**src/hdl/throw_arm_sequencer_assert.svh**
```systemverilog
// Assertion macros for the throw arm sequencer.
// Included by the top level; depends on nothing else.
`ifndef THROW_ARM_SEQUENCER_ASSERT_SVH
`define THROW_ARM_SEQUENCER_ASSERT_SVH

// Check that cons holds in the same cycle as ante.
`define TAS_ASSERT_NOW(label, clk, rst_n, ante, cons) \
  label: assert property (@(posedge clk) disable iff (!rst_n) (ante) |-> (cons)) \
    else $error("throw arm sequencer: same-cycle check failed");

// Check that cons holds in the cycle after ante.
`define TAS_ASSERT_NEXT(label, clk, rst_n, ante, cons) \
  label: assert property (@(posedge clk) disable iff (!rst_n) (ante) |=> (cons)) \
    else $error("throw arm sequencer: next-cycle check failed");

`endif

```
**src/hdl/tas_pkg.sv**
```systemverilog
// Shared types and constants of the throw arm sequencer.
// Used by the controller, the datapath, the divider, the top level and the testbench.
package tas_pkg;

  // Order codes
  localparam logic [1:0] ORD_STOP   = 2'd0;
  localparam logic [1:0] ORD_LOAD   = 2'd1;
  localparam logic [1:0] ORD_LAUNCH = 2'd2;
  localparam logic [1:0] ORD_HOLD   = 2'd3;

  // Loading steps
  localparam logic [1:0] LD_GRIP  = 2'd0;
  localparam logic [1:0] LD_CLOSE = 2'd1;
  localparam logic [1:0] LD_LIFT  = 2'd2;
  localparam logic [1:0] LD_DONE  = 2'd3;

  // Launch steps
  localparam logic [2:0] LN_DRIVE  = 3'd0;
  localparam logic [2:0] LN_RAMP   = 3'd1;
  localparam logic [2:0] LN_RETURN = 3'd2;
  localparam logic [2:0] LN_SLOW   = 3'd3;
  localparam logic [2:0] LN_DONE   = 3'd4;

  // Solenoid commands
  localparam logic [1:0] SOL_OFF   = 2'd0;
  localparam logic [1:0] SOL_FIRE  = 2'd1;
  localparam logic [1:0] SOL_CLOSE = 2'd2;

  // Motor modes
  localparam logic MODE_OPEN = 1'b0;
  localparam logic MODE_HOLD = 1'b1;

  // Configuration register indexes
  localparam logic [2:0] REG_PICK    = 3'd0;
  localparam logic [2:0] REG_LIFT    = 3'd1;
  localparam logic [2:0] REG_RELEASE = 3'd2;
  localparam logic [2:0] REG_FWD     = 3'd3;
  localparam logic [2:0] REG_SLOW    = 3'd4;
  localparam logic [2:0] REG_HOME    = 3'd5;
  localparam logic [2:0] REG_LDRIVE  = 3'd6;
  localparam logic [2:0] REG_RDRIVE  = 3'd7;

  // Configuration reset values
  localparam logic signed [15:0] RST_PICK    = -16'sd75;
  localparam logic signed [15:0] RST_LIFT    = -16'sd90;
  localparam logic signed [15:0] RST_RELEASE = 16'sd470;
  localparam logic signed [15:0] RST_FWD     = 16'sd720;
  localparam logic signed [15:0] RST_SLOW    = 16'sd260;
  localparam logic signed [15:0] RST_HOME    = 16'sd60;
  localparam logic [7:0]         RST_LDRIVE  = 8'd120;
  localparam logic [7:0]         RST_RDRIVE  = 8'd90;

  // Arm state reset values
  localparam logic signed [15:0] RST_SETPOINT = -16'sd75;
  localparam logic signed [15:0] RST_DRIVE    = 16'sd120;

  // Safety window and lift hold length
  localparam logic signed [15:0] SAFE_HIGH  = 16'sd1200;
  localparam logic signed [15:0] SAFE_LOW   = -16'sd1200;
  localparam logic [7:0]         LIFT_TICKS = 8'd30;

  // Ramp divider widths: numerator is a 17 x 9 bit product, divisor a 17 bit difference
  localparam int NUM_W  = 26;
  localparam int DEN_W  = 17;
  localparam int NMAG_W = 25;
  localparam int Q_W    = 16;
  localparam int CNT_W  = $clog2(NMAG_W);

  typedef enum logic [2:0] {
    ST_IDLE,
    ST_PREP,
    ST_START,
    ST_DIV,
    ST_APPLY
  } ctrl_state_e;

  // Controller to datapath
  typedef struct packed {
    logic latch;
    logic prep;
    logic div_start;
    logic commit;
  } dp_cmd_t;

  // Datapath to controller
  typedef struct packed {
    logic need_div;
    logic div_done;
  } dp_sts_t;

endpackage

```
**src/hdl/tas_stream_if.sv**
```systemverilog
// Valid/ready channels of the throw arm sequencer: tick words in, command words out.
// Depends on nothing but the plain field widths.
interface tas_in_if;
  logic               valid;
  logic               ready;
  logic signed [15:0] angle;
  logic               order_valid;
  logic [1:0]         new_order;

  modport source (output valid, angle, order_valid, new_order, input ready);
  modport sink   (input valid, angle, order_valid, new_order, output ready);
endinterface

interface tas_out_if;
  logic               valid;
  logic               ready;
  logic               motor_mode;
  logic signed [15:0] target_angle;
  logic signed [15:0] drive;
  logic [1:0]         solenoid_cmd;
  logic [1:0]         load_step;
  logic [2:0]         launch_step;
  logic [7:0]         lift_ticks;

  modport source (output valid, motor_mode, target_angle, drive, solenoid_cmd,
                  load_step, launch_step, lift_ticks, input ready);
  modport sink   (input valid, motor_mode, target_angle, drive, solenoid_cmd,
                  load_step, launch_step, lift_ticks, output ready);
endinterface

```
**src/hdl/tas_divider.sv**
```systemverilog
// Serial signed divider for the drive ramps, one quotient bit per cycle.
// Quotient truncates toward zero, saturates to 16 bits, zero divisor gives 0. Uses tas_pkg.
module tas_divider (
  input  logic                             clk_i,
  input  logic                             rst_ni,
  input  logic                             start_i,
  input  logic signed [tas_pkg::NUM_W-1:0] num_i,
  input  logic signed [tas_pkg::DEN_W-1:0] den_i,
  output logic                             done_o,
  output logic signed [tas_pkg::Q_W-1:0]   quo_o
);

  localparam int NMAG_W = tas_pkg::NMAG_W;
  localparam int DEN_W  = tas_pkg::DEN_W;
  localparam int CNT_W  = tas_pkg::CNT_W;
  localparam int Q_W    = tas_pkg::Q_W;
  localparam logic [CNT_W-1:0]  LAST_CNT = CNT_W'(NMAG_W - 1);
  localparam logic [NMAG_W-1:0] POS_MAX  = NMAG_W'(2 ** (Q_W - 1) - 1);
  localparam logic [NMAG_W-1:0] NEG_MAX  = NMAG_W'(2 ** (Q_W - 1));
  localparam logic [Q_W-1:0]    Q_POS    = {1'b0, {(Q_W - 1){1'b1}}};
  localparam logic [Q_W-1:0]    Q_NEG    = {1'b1, {(Q_W - 1){1'b0}}};

  logic [tas_pkg::NUM_W-1:0] num_abs;
  logic [DEN_W-1:0]          den_abs;
  logic [DEN_W:0]            trial;
  logic                      fits;

  logic [NMAG_W-1:0] quo_q, quo_d;
  logic [DEN_W-1:0]  rem_q, rem_d;
  logic [DEN_W-1:0]  dmag_q, dmag_d;
  logic [CNT_W-1:0]  cnt_q, cnt_d;
  logic              neg_q, neg_d;
  logic              zero_q, zero_d;
  logic              busy_q, busy_d;
  logic              done_q, done_d;

  assign num_abs = num_i[tas_pkg::NUM_W-1] ? -num_i : num_i;
  assign den_abs = den_i[DEN_W-1] ? -den_i : den_i;

  // Shift in the next numerator bit and try a subtract
  assign trial = {rem_q, quo_q[NMAG_W-1]};
  assign fits  = (trial >= {1'b0, dmag_q});

  always_comb begin
    quo_d  = quo_q;
    rem_d  = rem_q;
    dmag_d = dmag_q;
    cnt_d  = cnt_q;
    neg_d  = neg_q;
    zero_d = zero_q;
    busy_d = busy_q;
    done_d = 1'b0;
    if (start_i) begin
      quo_d  = num_abs[NMAG_W-1:0];
      rem_d  = '0;
      dmag_d = den_abs;
      cnt_d  = '0;
      neg_d  = num_i[tas_pkg::NUM_W-1] ^ den_i[DEN_W-1];
      zero_d = (den_i == '0);
      busy_d = 1'b1;
    end else if (busy_q) begin
      rem_d = fits ? DEN_W'(trial - {1'b0, dmag_q}) : trial[DEN_W-1:0];
      quo_d = {quo_q[NMAG_W-2:0], fits};
      cnt_d = cnt_q + CNT_W'(1);
      if (cnt_q == LAST_CNT) begin
        busy_d = 1'b0;
        done_d = 1'b1;
      end
    end
  end

  always_ff @(posedge clk_i or negedge rst_ni) begin
    if (!rst_ni) begin
      busy_q <= 1'b0;
      done_q <= 1'b0;
      cnt_q  <= '0;
    end else begin
      busy_q <= busy_d;
      done_q <= done_d;
      cnt_q  <= cnt_d;
    end
  end

  always_ff @(posedge clk_i) begin
    quo_q  <= quo_d;
    rem_q  <= rem_d;
    dmag_q <= dmag_d;
    neg_q  <= neg_d;
    zero_q <= zero_d;
  end

  // Apply sign and saturate the magnitude
  always_comb begin
    priority if (zero_q) begin
      quo_o = '0;
    end else if (neg_q) begin
      quo_o = (quo_q > NEG_MAX) ? Q_NEG : (~quo_q[Q_W-1:0] + Q_W'(1));
    end else begin
      quo_o = (quo_q > POS_MAX) ? Q_POS : quo_q[Q_W-1:0];
    end
  end

  assign done_o = done_q;

endmodule

```
**src/hdl/tas_datapath.sv**
```systemverilog
// Datapath of the throw arm sequencer: configuration, arm state, ramp operands, divider.
// Driven by tas_ctrl through dp_cmd_t; uses tas_pkg and tas_divider.
module tas_datapath (
  input  logic                  clk_i,
  input  logic                  rst_ni,
  input  logic                  cfg_we_i,
  input  logic [2:0]            cfg_idx_i,
  input  logic [15:0]           cfg_data_i,
  input  logic signed [15:0]    angle_i,
  input  logic                  order_valid_i,
  input  logic [1:0]            new_order_i,
  input  tas_pkg::dp_cmd_t      cmd_i,
  output tas_pkg::dp_sts_t      sts_o,
  output logic                  motor_mode_o,
  output logic signed [15:0]    target_angle_o,
  output logic signed [15:0]    drive_o,
  output logic [1:0]            solenoid_cmd_o,
  output logic [1:0]            load_step_o,
  output logic [2:0]            launch_step_o,
  output logic [7:0]            lift_ticks_o
);

  // Configuration registers
  logic signed [15:0] pick_q, lift_q, rel_q, fwd_q, slow_q, home_q;
  logic [7:0]         ldrv_q, rdrv_q;

  // Latched tick word
  logic signed [15:0] ang_q;
  logic [1:0]         ord_q;

  // Ramp operands
  logic signed [tas_pkg::NUM_W-1:0] num_q;
  logic signed [tas_pkg::DEN_W-1:0] den_q;
  logic signed [15:0]               ramp_start, ramp_end;
  logic signed [16:0]               ramp_diff;
  logic signed [8:0]                ldrv_s;
  logic signed [tas_pkg::NUM_W-1:0] num_d;
  logic signed [tas_pkg::DEN_W-1:0] den_d;
  logic signed [tas_pkg::Q_W-1:0]   quo;
  logic                             div_done;

  // Arm state, also the result word
  logic [1:0]         cur_q, cur_d;
  logic [1:0]         ldph_q, ldph_d;
  logic [2:0]         lnph_q, lnph_d;
  logic [7:0]         cnt_q, cnt_d;
  logic [7:0]         cnt_inc;
  logic               mode_q, mode_d;
  logic signed [15:0] sp_q, sp_d;
  logic signed [15:0] drv_q, drv_d;
  logic [1:0]         sol_q, sol_d;
  logic               stop;

  // Write configuration
  always_ff @(posedge clk_i or negedge rst_ni) begin
    if (!rst_ni) begin
      pick_q <= tas_pkg::RST_PICK;
      lift_q <= tas_pkg::RST_LIFT;
      rel_q  <= tas_pkg::RST_RELEASE;
      fwd_q  <= tas_pkg::RST_FWD;
      slow_q <= tas_pkg::RST_SLOW;
      home_q <= tas_pkg::RST_HOME;
      ldrv_q <= tas_pkg::RST_LDRIVE;
      rdrv_q <= tas_pkg::RST_RDRIVE;
    end else if (cfg_we_i) begin
      unique case (cfg_idx_i)
        tas_pkg::REG_PICK:    pick_q <= cfg_data_i;
        tas_pkg::REG_LIFT:    lift_q <= cfg_data_i;
        tas_pkg::REG_RELEASE: rel_q  <= cfg_data_i;
        tas_pkg::REG_FWD:     fwd_q  <= cfg_data_i;
        tas_pkg::REG_SLOW:    slow_q <= cfg_data_i;
        tas_pkg::REG_HOME:    home_q <= cfg_data_i;
        tas_pkg::REG_LDRIVE:  ldrv_q <= cfg_data_i[7:0];
        tas_pkg::REG_RDRIVE:  rdrv_q <= cfg_data_i[7:0];
      endcase
    end
  end

  // Latch the tick word with the new order already applied
  always_ff @(posedge clk_i or negedge rst_ni) begin
    if (!rst_ni) begin
      ang_q <= '0;
      ord_q <= tas_pkg::ORD_STOP;
    end else if (cmd_i.latch) begin
      ang_q <= angle_i;
      ord_q <= order_valid_i ? new_order_i : cur_q;
    end
  end

  // Pick the ramp ends: forward ramp, or return ramp in the slow step
  always_comb begin
    if (lnph_q == tas_pkg::LN_SLOW) begin
      ramp_start = slow_q;
      ramp_end   = home_q;
    end else begin
      ramp_start = rel_q;
      ramp_end   = fwd_q;
    end
    ramp_diff = 17'(ang_q) - 17'(ramp_end);
    ldrv_s    = $signed({1'b0, ldrv_q});
    num_d     = ramp_diff * ldrv_s;
    den_d     = 17'(ramp_start) - 17'(ramp_end);
  end

  // Register the product ahead of the divider
  always_ff @(posedge clk_i) begin
    if (cmd_i.prep) begin
      num_q <= num_d;
      den_q <= den_d;
    end
  end

  tas_divider u_div (
    .clk_i   (clk_i),
    .rst_ni  (rst_ni),
    .start_i (cmd_i.div_start),
    .num_i   (num_q),
    .den_i   (den_q),
    .done_o  (div_done),
    .quo_o   (quo)
  );

  assign sts_o.need_div = (ord_q == tas_pkg::ORD_LAUNCH) &&
                          ((lnph_q == tas_pkg::LN_RAMP) || (lnph_q == tas_pkg::LN_SLOW));
  assign sts_o.div_done = div_done;

  // Run one step of the selected sequence, then the safety cut-off
  always_comb begin
    cur_d   = ord_q;
    ldph_d  = ldph_q;
    lnph_d  = lnph_q;
    cnt_d   = cnt_q;
    mode_d  = mode_q;
    sp_d    = sp_q;
    drv_d   = drv_q;
    sol_d   = sol_q;
    stop    = 1'b0;
    cnt_inc = cnt_q + 8'd1;
    unique case (ord_q)
      tas_pkg::ORD_STOP: begin
        stop = 1'b1;
      end
      tas_pkg::ORD_LOAD: begin
        unique case (ldph_q)
          tas_pkg::LD_GRIP: begin
            mode_d = tas_pkg::MODE_HOLD;
            sp_d   = pick_q;
            sol_d  = tas_pkg::SOL_FIRE;
            if (ang_q <= pick_q) begin
              sol_d  = tas_pkg::SOL_OFF;
              ldph_d = tas_pkg::LD_CLOSE;
            end
          end
          tas_pkg::LD_CLOSE: begin
            sol_d  = tas_pkg::SOL_CLOSE;
            ldph_d = tas_pkg::LD_LIFT;
          end
          tas_pkg::LD_LIFT: begin
            mode_d = tas_pkg::MODE_HOLD;
            sp_d   = lift_q;
            cnt_d  = cnt_inc;
            if (cnt_inc >= tas_pkg::LIFT_TICKS) begin
              cnt_d  = '0;
              ldph_d = tas_pkg::LD_DONE;
            end
          end
          tas_pkg::LD_DONE: begin
            stop = 1'b1;
          end
        endcase
      end
      tas_pkg::ORD_LAUNCH: begin
        unique case (lnph_q)
          tas_pkg::LN_DRIVE: begin
            mode_d = tas_pkg::MODE_OPEN;
            drv_d  = $signed({8'd0, ldrv_q});
            if (ang_q >= rel_q) begin
              sol_d  = tas_pkg::SOL_FIRE;
              lnph_d = tas_pkg::LN_RAMP;
            end
          end
          tas_pkg::LN_RAMP: begin
            drv_d = quo;
            if (ang_q >= fwd_q) begin
              sol_d  = tas_pkg::SOL_OFF;
              lnph_d = tas_pkg::LN_RETURN;
            end
          end
          tas_pkg::LN_RETURN: begin
            drv_d = -$signed({8'd0, rdrv_q});
            if (ang_q <= slow_q) begin
              lnph_d = tas_pkg::LN_SLOW;
            end
          end
          tas_pkg::LN_SLOW: begin
            // Negate the return ramp; the most negative value saturates upward
            drv_d = (quo == {1'b1, 15'd0}) ? {1'b0, {15{1'b1}}} : -quo;
            if (ang_q <= home_q) begin
              lnph_d = tas_pkg::LN_DONE;
            end
          end
          default: begin
            stop = 1'b1;
          end
        endcase
      end
      tas_pkg::ORD_HOLD: begin
        // keep everything
      end
    endcase
    if ((ang_q > tas_pkg::SAFE_HIGH) || (ang_q < tas_pkg::SAFE_LOW)) begin
      stop = 1'b1;
    end
    if (stop) begin
      cur_d  = tas_pkg::ORD_STOP;
      mode_d = tas_pkg::MODE_OPEN;
      drv_d  = '0;
      sol_d  = tas_pkg::SOL_OFF;
      ldph_d = tas_pkg::LD_GRIP;
      lnph_d = tas_pkg::LN_DRIVE;
      cnt_d  = '0;
    end
  end

  // Commit the step; these registers are the result word
  always_ff @(posedge clk_i or negedge rst_ni) begin
    if (!rst_ni) begin
      cur_q  <= tas_pkg::ORD_STOP;
      ldph_q <= tas_pkg::LD_GRIP;
      lnph_q <= tas_pkg::LN_DRIVE;
      cnt_q  <= '0;
      mode_q <= tas_pkg::MODE_OPEN;
      sp_q   <= tas_pkg::RST_SETPOINT;
      drv_q  <= tas_pkg::RST_DRIVE;
      sol_q  <= tas_pkg::SOL_OFF;
    end else if (cmd_i.commit) begin
      cur_q  <= cur_d;
      ldph_q <= ldph_d;
      lnph_q <= lnph_d;
      cnt_q  <= cnt_d;
      mode_q <= mode_d;
      sp_q   <= sp_d;
      drv_q  <= drv_d;
      sol_q  <= sol_d;
    end
  end

  assign motor_mode_o   = mode_q;
  assign target_angle_o = sp_q;
  assign drive_o        = drv_q;
  assign solenoid_cmd_o = sol_q;
  assign load_step_o    = ldph_q;
  assign launch_step_o  = lnph_q;
  assign lift_ticks_o   = cnt_q;

endmodule

```
**src/hdl/tas_ctrl.sv**
```systemverilog
// Controller of the throw arm sequencer: steps one tick word through prepare,
// a divide (ramp steps only) and apply, and owns the handshakes. Uses tas_pkg.
module tas_ctrl (
  input  logic             clk_i,
  input  logic             rst_ni,
  input  logic             in_valid_i,
  output logic             in_ready_o,
  output logic             out_valid_o,
  input  logic             out_ready_i,
  input  tas_pkg::dp_sts_t sts_i,
  output tas_pkg::dp_cmd_t cmd_o
);

  tas_pkg::ctrl_state_e state_q, state_d;
  logic                 out_valid_q, out_valid_d;
  logic                 slot_free;

  assign slot_free = !out_valid_q || out_ready_i;

  // Next state and commands
  always_comb begin
    state_d    = state_q;
    cmd_o      = '0;
    in_ready_o = 1'b0;
    unique case (state_q)
      tas_pkg::ST_IDLE: begin
        in_ready_o = 1'b1;
        if (in_valid_i) begin
          cmd_o.latch = 1'b1;
          state_d     = tas_pkg::ST_PREP;
        end
      end
      tas_pkg::ST_PREP: begin
        cmd_o.prep = 1'b1;
        state_d    = sts_i.need_div ? tas_pkg::ST_START : tas_pkg::ST_APPLY;
      end
      tas_pkg::ST_START: begin
        cmd_o.div_start = 1'b1;
        state_d         = tas_pkg::ST_DIV;
      end
      tas_pkg::ST_DIV: begin
        if (sts_i.div_done) begin
          state_d = tas_pkg::ST_APPLY;
        end
      end
      tas_pkg::ST_APPLY: begin
        // Hold until the previous result word has left
        if (slot_free) begin
          cmd_o.commit = 1'b1;
          state_d      = tas_pkg::ST_IDLE;
        end
      end
      default: begin
        state_d = tas_pkg::ST_IDLE;
      end
    endcase
    out_valid_d = cmd_o.commit || (out_valid_q && !out_ready_i);
  end

  always_ff @(posedge clk_i or negedge rst_ni) begin
    if (!rst_ni) begin
      state_q     <= tas_pkg::ST_IDLE;
      out_valid_q <= 1'b0;
    end else begin
      state_q     <= state_d;
      out_valid_q <= out_valid_d;
    end
  end

  assign out_valid_o = out_valid_q;

endmodule

```
**src/hdl/throw_arm_sequencer.sv**
```systemverilog
// Top level of the throw arm sequencer: controller, datapath and channel wiring.
// Uses tas_pkg, tas_stream_if, tas_ctrl, tas_datapath and the assertion macros.
//
//   channel  | dir | words                                     | accepted when
//   ---------+-----+-------------------------------------------+------------------
//   in_i     | in  | angle, order_valid, new_order             | valid && ready
//   out_o    | out | motor_mode, target_angle, drive, solenoid | valid && ready
//            |     | cmd, load_step, launch_step, lift_ticks   |
//   cfg      | in  | cfg_we_i, cfg_idx_i, cfg_data_i           | cfg_we_i
//
// A tick word passes from acceptance through prepare and apply, and through the
// serial divider's 25 quotient bits as well when the current step is a drive ramp.
// One word is in work at a time; the next is taken while the result waits.
// A result held by a stalled sink delays only the commit of the following word.
// Reset restores the configuration defaults and the idle arm state at once.
`include "throw_arm_sequencer_assert.svh"

module throw_arm_sequencer (
  input  logic        clk_i,
  input  logic        rst_ni,
  input  logic        cfg_we_i,
  input  logic [2:0]  cfg_idx_i,
  input  logic [15:0] cfg_data_i,
  tas_in_if.sink      in_i,
  tas_out_if.source   out_o
);

  tas_pkg::dp_cmd_t cmd;
  tas_pkg::dp_sts_t sts;
  logic             in_ready;
  logic             out_valid;

  tas_ctrl u_ctrl (
    .clk_i       (clk_i),
    .rst_ni      (rst_ni),
    .in_valid_i  (in_i.valid),
    .in_ready_o  (in_ready),
    .out_valid_o (out_valid),
    .out_ready_i (out_o.ready),
    .sts_i       (sts),
    .cmd_o       (cmd)
  );

  tas_datapath u_dp (
    .clk_i          (clk_i),
    .rst_ni         (rst_ni),
    .cfg_we_i       (cfg_we_i),
    .cfg_idx_i      (cfg_idx_i),
    .cfg_data_i     (cfg_data_i),
    .angle_i        (in_i.angle),
    .order_valid_i  (in_i.order_valid),
    .new_order_i    (in_i.new_order),
    .cmd_i          (cmd),
    .sts_o          (sts),
    .motor_mode_o   (out_o.motor_mode),
    .target_angle_o (out_o.target_angle),
    .drive_o        (out_o.drive),
    .solenoid_cmd_o (out_o.solenoid_cmd),
    .load_step_o    (out_o.load_step),
    .launch_step_o  (out_o.launch_step),
    .lift_ticks_o   (out_o.lift_ticks)
  );

  assign in_i.ready  = in_ready;
  assign out_o.valid = out_valid;

  // One word in work: no second word right after an acceptance
  `TAS_ASSERT_NEXT(a_single_word, clk_i, rst_ni, in_i.valid && in_ready, !in_ready)
  // A commit never overwrites a result that is still waiting
  `TAS_ASSERT_NOW(a_no_overwrite, clk_i, rst_ni, cmd.commit, !out_valid || out_o.ready)
  // The divider starts only for a ramp step
  `TAS_ASSERT_NOW(a_div_for_ramp, clk_i, rst_ni, cmd.div_start, sts.need_div)

endmodule

```
**src/flat_wrapper.sv**
```systemverilog
// flat-port wrapper written by rule: the top's interface ports become plain ports
module throw_arm_sequencer_flat 
  (clk_i, rst_ni, cfg_we_i, cfg_idx_i, cfg_data_i, in_i_valid, in_i_angle, in_i_order_valid, in_i_new_order, in_i_ready, out_o_valid, out_o_motor_mode, out_o_target_angle, out_o_drive, out_o_solenoid_cmd, out_o_load_step, out_o_launch_step, out_o_lift_ticks, out_o_ready);
  tas_in_if in_i_i ();
  tas_out_if out_o_i ();
  input  logic clk_i;
  input  logic rst_ni;
  input  logic cfg_we_i;
  input  logic [2:0] cfg_idx_i;
  input  logic [15:0] cfg_data_i;
  input wire logic [$bits(in_i_i.valid)-1:0] in_i_valid;
  input wire logic [$bits(in_i_i.angle)-1:0] in_i_angle;
  input wire logic [$bits(in_i_i.order_valid)-1:0] in_i_order_valid;
  input wire logic [$bits(in_i_i.new_order)-1:0] in_i_new_order;
  output wire logic [$bits(in_i_i.ready)-1:0] in_i_ready;
  output wire logic [$bits(out_o_i.valid)-1:0] out_o_valid;
  output wire logic [$bits(out_o_i.motor_mode)-1:0] out_o_motor_mode;
  output wire logic [$bits(out_o_i.target_angle)-1:0] out_o_target_angle;
  output wire logic [$bits(out_o_i.drive)-1:0] out_o_drive;
  output wire logic [$bits(out_o_i.solenoid_cmd)-1:0] out_o_solenoid_cmd;
  output wire logic [$bits(out_o_i.load_step)-1:0] out_o_load_step;
  output wire logic [$bits(out_o_i.launch_step)-1:0] out_o_launch_step;
  output wire logic [$bits(out_o_i.lift_ticks)-1:0] out_o_lift_ticks;
  input wire logic [$bits(out_o_i.ready)-1:0] out_o_ready;
  assign in_i_i.valid = in_i_valid;
  assign in_i_i.angle = in_i_angle;
  assign in_i_i.order_valid = in_i_order_valid;
  assign in_i_i.new_order = in_i_new_order;
  assign in_i_ready = in_i_i.ready;
  assign out_o_valid = out_o_i.valid;
  assign out_o_motor_mode = out_o_i.motor_mode;
  assign out_o_target_angle = out_o_i.target_angle;
  assign out_o_drive = out_o_i.drive;
  assign out_o_solenoid_cmd = out_o_i.solenoid_cmd;
  assign out_o_load_step = out_o_i.load_step;
  assign out_o_launch_step = out_o_i.launch_step;
  assign out_o_lift_ticks = out_o_i.lift_ticks;
  assign out_o_i.ready = out_o_ready;
  throw_arm_sequencer u_core (.clk_i(clk_i), .rst_ni(rst_ni), .cfg_we_i(cfg_we_i), .cfg_idx_i(cfg_idx_i), .cfg_data_i(cfg_data_i), .in_i(in_i_i), .out_o(out_o_i));
endmodule
```
**config.mk**
```make
export PLATFORM = sky130hd
export DESIGN_NAME = throw_arm_sequencer_flat
export DESIGN_NICKNAME = d
export VERILOG_FILES = /design/src/hdl/tas_pkg.sv /design/src/hdl/tas_stream_if.sv /design/src/hdl/tas_divider.sv /design/src/hdl/tas_datapath.sv /design/src/hdl/tas_ctrl.sv /design/src/hdl/throw_arm_sequencer.sv /design/src/flat_wrapper.sv
export VERILOG_INCLUDE_DIRS = /design/src /design/src/hdl
export SDC_FILE = /design/constraint.sdc
export NUM_CORES = 1
export LEC_CHECK = 0
export BUFFER_PORTS_ARGS = -buffer_cell sky130_fd_sc_hd__clkbuf_2
export CAP_MARGIN = 20
export CORE_MARGIN = 2
export CORE_UTILIZATION = 58
export CTS_CLUSTER_DIAMETER = 200
export DETAILED_ROUTE_END_ITERATION = 12
export PLACE_DENSITY = 0.75
export SLEW_MARGIN = 20
export SYNTH_ARGS = -nofsm -noshare
export SYNTH_HDL_FRONTEND = slang
export SYNTH_SLANG_ARGS = --single-unit
```
**constraint.sdc**
```tcl
create_clock -name clk_i -period 9.15 [get_ports clk_i]
set_input_delay 0.4575 -clock clk_i [delete_from_list [all_inputs] [get_ports clk_i]]
set_output_delay 0.4575 -clock clk_i [all_outputs]
set_load 0.03 [all_outputs]
```
==> results.py <==
metrics = {
    "placement": {
        "placed_cell_area_um2": 24500,
        "post-place-ws_ns": 0.707,
        "port_buffers": 92,
        "hpwl_um": 45400,
        "routabilityCongestion": 0.896,
    },
    "finish": {
        "drive_gt1_share_pct": 14.0,
        "final_area_um2": 25800,
        "syn_to_final_growth_pct": 9.49,
        "finalNetCount": 2927,
        "antenna_cells": 0,
        "nFillCells": 3221,
    },
    "clock_network": {
        "clock_latency_ns": 0.59,
        "clock_sinks": 295,
        "numCtsBuffers": 36,
        "cts_max_path_buffers": 3,
        "cts_tree": "done",
        "clk_pin_slew_ns": 0.06,
        "clockRootBuffer": "clkbuf_16",
        "cts_max_level": 2,
        "post_cts_resized": 0,
    },
    "detailed_routing": {
        "wl_um": 60300,
        "drt_iter0_markers": 1178,
        "num_vias": 18934,
        "drc_errors": 0,
        "firstDrtPassIters": 5,
        "ant_nets": 0,
        "via_per_inst": 6.03,
        "wire_per_inst_um": 19.2,
    },
    "yosys": {
        "synth.avg_cell_area_um2": 9.32,
        "ys_ff_latch": 295,
        "yosysMostFrequentCell": "inv_1",
        "synth-main-ff-cell": "dfrtp_1",
        "synth_top_area_cell": "dfrtp_1",
        "yosys-top-cells-area": "dfrtp_1 13%, edfxtp_1 11%, ha_1 9.9%, fa_1 9.3%, dfstp_2 7.4%",
        "synth_async_sr_flop_share_pct": 64.7,
        "syn_nets": 2868,
        "synth_top_area_share_pct": 13.3,
        "synth_cell_types": 93,
        "yosys_warnings": 0,
        "synth_edf_count": 87,
        "syn_area_um2": 23600,
        "syn-instance-count": 2529,
        "yosys-top-cells-count": "294 x inv_1, 260 x nand2_1, 187 x ha_1",
        "synth-seq-area-share_pct": 33.2,
    },
    "timing": {
        "rsz0062_at_grt": "no",
        "slew_headroom_pct": 40.0,
        "finalHoldViolCount": 0,
        "clock-skew-final_ns": 0.0440,
        "finalCritPeriodShare_pct": 93.4,
        "setup_viol": 0,
        "fin_ws_ns": 0.605,
        "tns_ns": 0,
        "timing.final.max_slew_violations": 0,
        "fmax_mhz": 117,
        "finalCriticalPeriod_ns": 8.54,
        "worstMarginPinSlew_ns": 0.900,
    },
    "global_routing": {
        "grt_pass1_wl_um": 98900,
        "gr-total-overflow": 0,
        "grt_start_max_net_pins": 71,
        "grt_pass1_vias": 19195,
        "grt_usage_pct": 29.6,
        "antenna_found_initial": 0,
    },
    "setup_path": {
        "required_ns": 9.44,
        "cp_slowest_cell": "dfrtp_1",
        "crit_top_cell": "a21oi_1",
        "crit_arrival_ns": 8.83,
        "cp_max_fo": 16,
        "slowest_delay_ns": 0.64,
        "path_class": "reg2reg",
        "crit_path_start_kind": "flip-flop",
        "worstSetupEndpointType": "flip-flop",
    },
    "floorplanning": {
        "row_count": 73,
        "core_area_um2": 39900,
        "die_h_um": 206,
        "dieArea_um2": 42300,
        "boundaryPins": 93,
        "fp.dieW_um": 206,
        "initial_core_util_pct": 59.0,
    },
    "job": {
        "cap_viol_max_count": 0,
    },
    "status": {
        "outcome": "finished, final reports clean",
    },
    "hold_path": {
        "hold_path.class": "in2reg",
    },
}
[metrics by stage]
step / instances / util (%) / hold slack, ns
2_1_floorplan: 2529 / - / 0.162
3_3_place_gp: 3073 / 61.4 / 0.466
3_5_place_dp: 3074 / 61.4 / 0.463
4_1_cts: 3141 / 64.6 / 0.0895
5_1_grt: 3141 / 64.6 / 0.114
6_report: 3141 / 64.6 / 0.101
[worst max-delay path, delay by kind of cell, from the launching register on]
| kind | cells | cell delay, ns |
|---|---|---|
| XOR/XNOR | 2 | 0.43 |
| buffers and inverters | 3 | 0.14 |
| flip-flops | 1 | 0.64 |
| AND/OR/NAND/NOR | 8 | 1.82 |
| AO/OA/AOI/OAI | 9 | 2.03 |
| adder cells (fa/ha/maj) | 8 | 3.19 |
[logic make-up after synthesis]
kind of cell	count (synthesis)	share of synthesized area, %
xor+xnor	126	4.68
compound gates	525	14.2
mux	135	6.21
buf+inv	387	6.24
simple gates	758	16.0
fa+ha+maj	303	19.5
flops	295	33.2
[worst paths after layout]
| check | start | to | slack, ns | depth (start not counted) |
|---|---|---|---|---|
| max | u_core.u_dp.launch_step_o[2] | u_core.u_dp.num_q[25] | 0.61 | 30 |
| max in group asynchronous | rst_ni | u_core.u_ctrl.out_valid_o | 6.67 | 4 |
| min in group asynchronous | rst_ni | u_core.u_dp.lift_q[0] | 0.44 | 2 |
| min | in_i_angle[11] | u_core.u_dp.ang_q[11] | 0.10 | 2 |
| max reg2reg | u_core.u_dp.launch_step_o[2] | u_core.u_dp.num_q[25] | 0.61 | 30 |
| min reg2reg | u_core.u_dp.cur_q[1] | u_core.u_dp.cur_q[1] | 0.49 | 2 |
[layout by cell type, fill, tap and decap left out, types with 22 or more instances in the layout]
| cell type | netlist | routed |
|---|---|---|
| clkbuf_16 | 0 | 36 |
| xor2_1 | 44 | 44 |
| nand3_1 | 40 | 40 |
| xnor2_1 | 82 | 82 |
| edfxtp_1 | 87 | 87 |
| o31ai_1 | 25 | 25 |
| nand2b_1 | 36 | 36 |
| clkbuf_2 | 0 | 91 |
| fa_1 | 109 | 109 |
| nand4_1 | 30 | 30 |
| dfstp_2 | 66 | 66 |
| inv_1 | 294 | 294 |
| or3_1 | 22 | 22 |
| nor3_1 | 43 | 41 |
| nor2b_1 | 38 | 38 |
| ha_1 | 187 | 186 |
| mux2_2 | 89 | 89 |
| o21a_1 | 24 | 24 |
| nand2_1 | 260 | 260 |
| a21o_1 | 26 | 26 |
| mux2i_1 | 46 | 46 |
| o21ai_0 | 151 | 151 |
| nor2_1 | 126 | 124 |
| dfrtp_1 | 125 | 125 |
| a21oi_1 | 138 | 138 |
| and2_1 | 85 | 85 |
[final cells by class]
class / count / area [µm²] / share of cell area (%)
flip-flops and latches: 295 / 7820 / 30.3
inverters: 294 / 1100 / 4.28
well taps: 525 / 657 / 2.55
clock inverters: 25 / 324 / 1.26
repair buffers: 114 / 644 / 2.50
clock buffers: 41 / 930 / 3.60
multi-input cells: 1847 / 14300 / 55.5
[flip-flops by register name, summed over array words and instances (netlist names), 16 cells and up]
signal                      flops
u_core.u_dp.den_q              17
u_core.u_dp.lift_q             16
u_core.u_dp.u_div.dmag_q       17
u_core.u_dp.pick_q             16
u_core.u_dp.home_q             16
u_core.u_dp.u_div.quo_q        25
u_core.u_dp.fwd_q              16
u_core.u_dp.slow_q             16
u_core.u_dp.u_div.rem_q        17
u_core.u_dp.num_q              26
u_core.u_dp.rel_q              16
u_core.u_dp.ang_q              16
u_core.u_dp.drive_o            16
u_core.u_dp.target_angle_o     16
[per-layer routing]
metal / vias up / track usage (%) / wire (µm) / share of wire [%]
met2: 682 / 48.8 / 28100 / 47
li1: 8840 / - / - / -
met3: 135 / 5.23 / 4380 / 7.3
met5: - / 0 / 0 / 0
met1: 9277 / 39.1 / 25800 / 43
met4: 0 / 10.9 / 1910 / 3.2
[timing repair]
item,4_1_cts,5_1_grt
buffers inserted,0,0
hold buffers,1,0
endpoints found under the setup margin,0,0
hold endpoints to repair,31,0
Power is not shown: default switching activity piles up to over one toggle a cycle in this logic, so the estimate is an artifact.
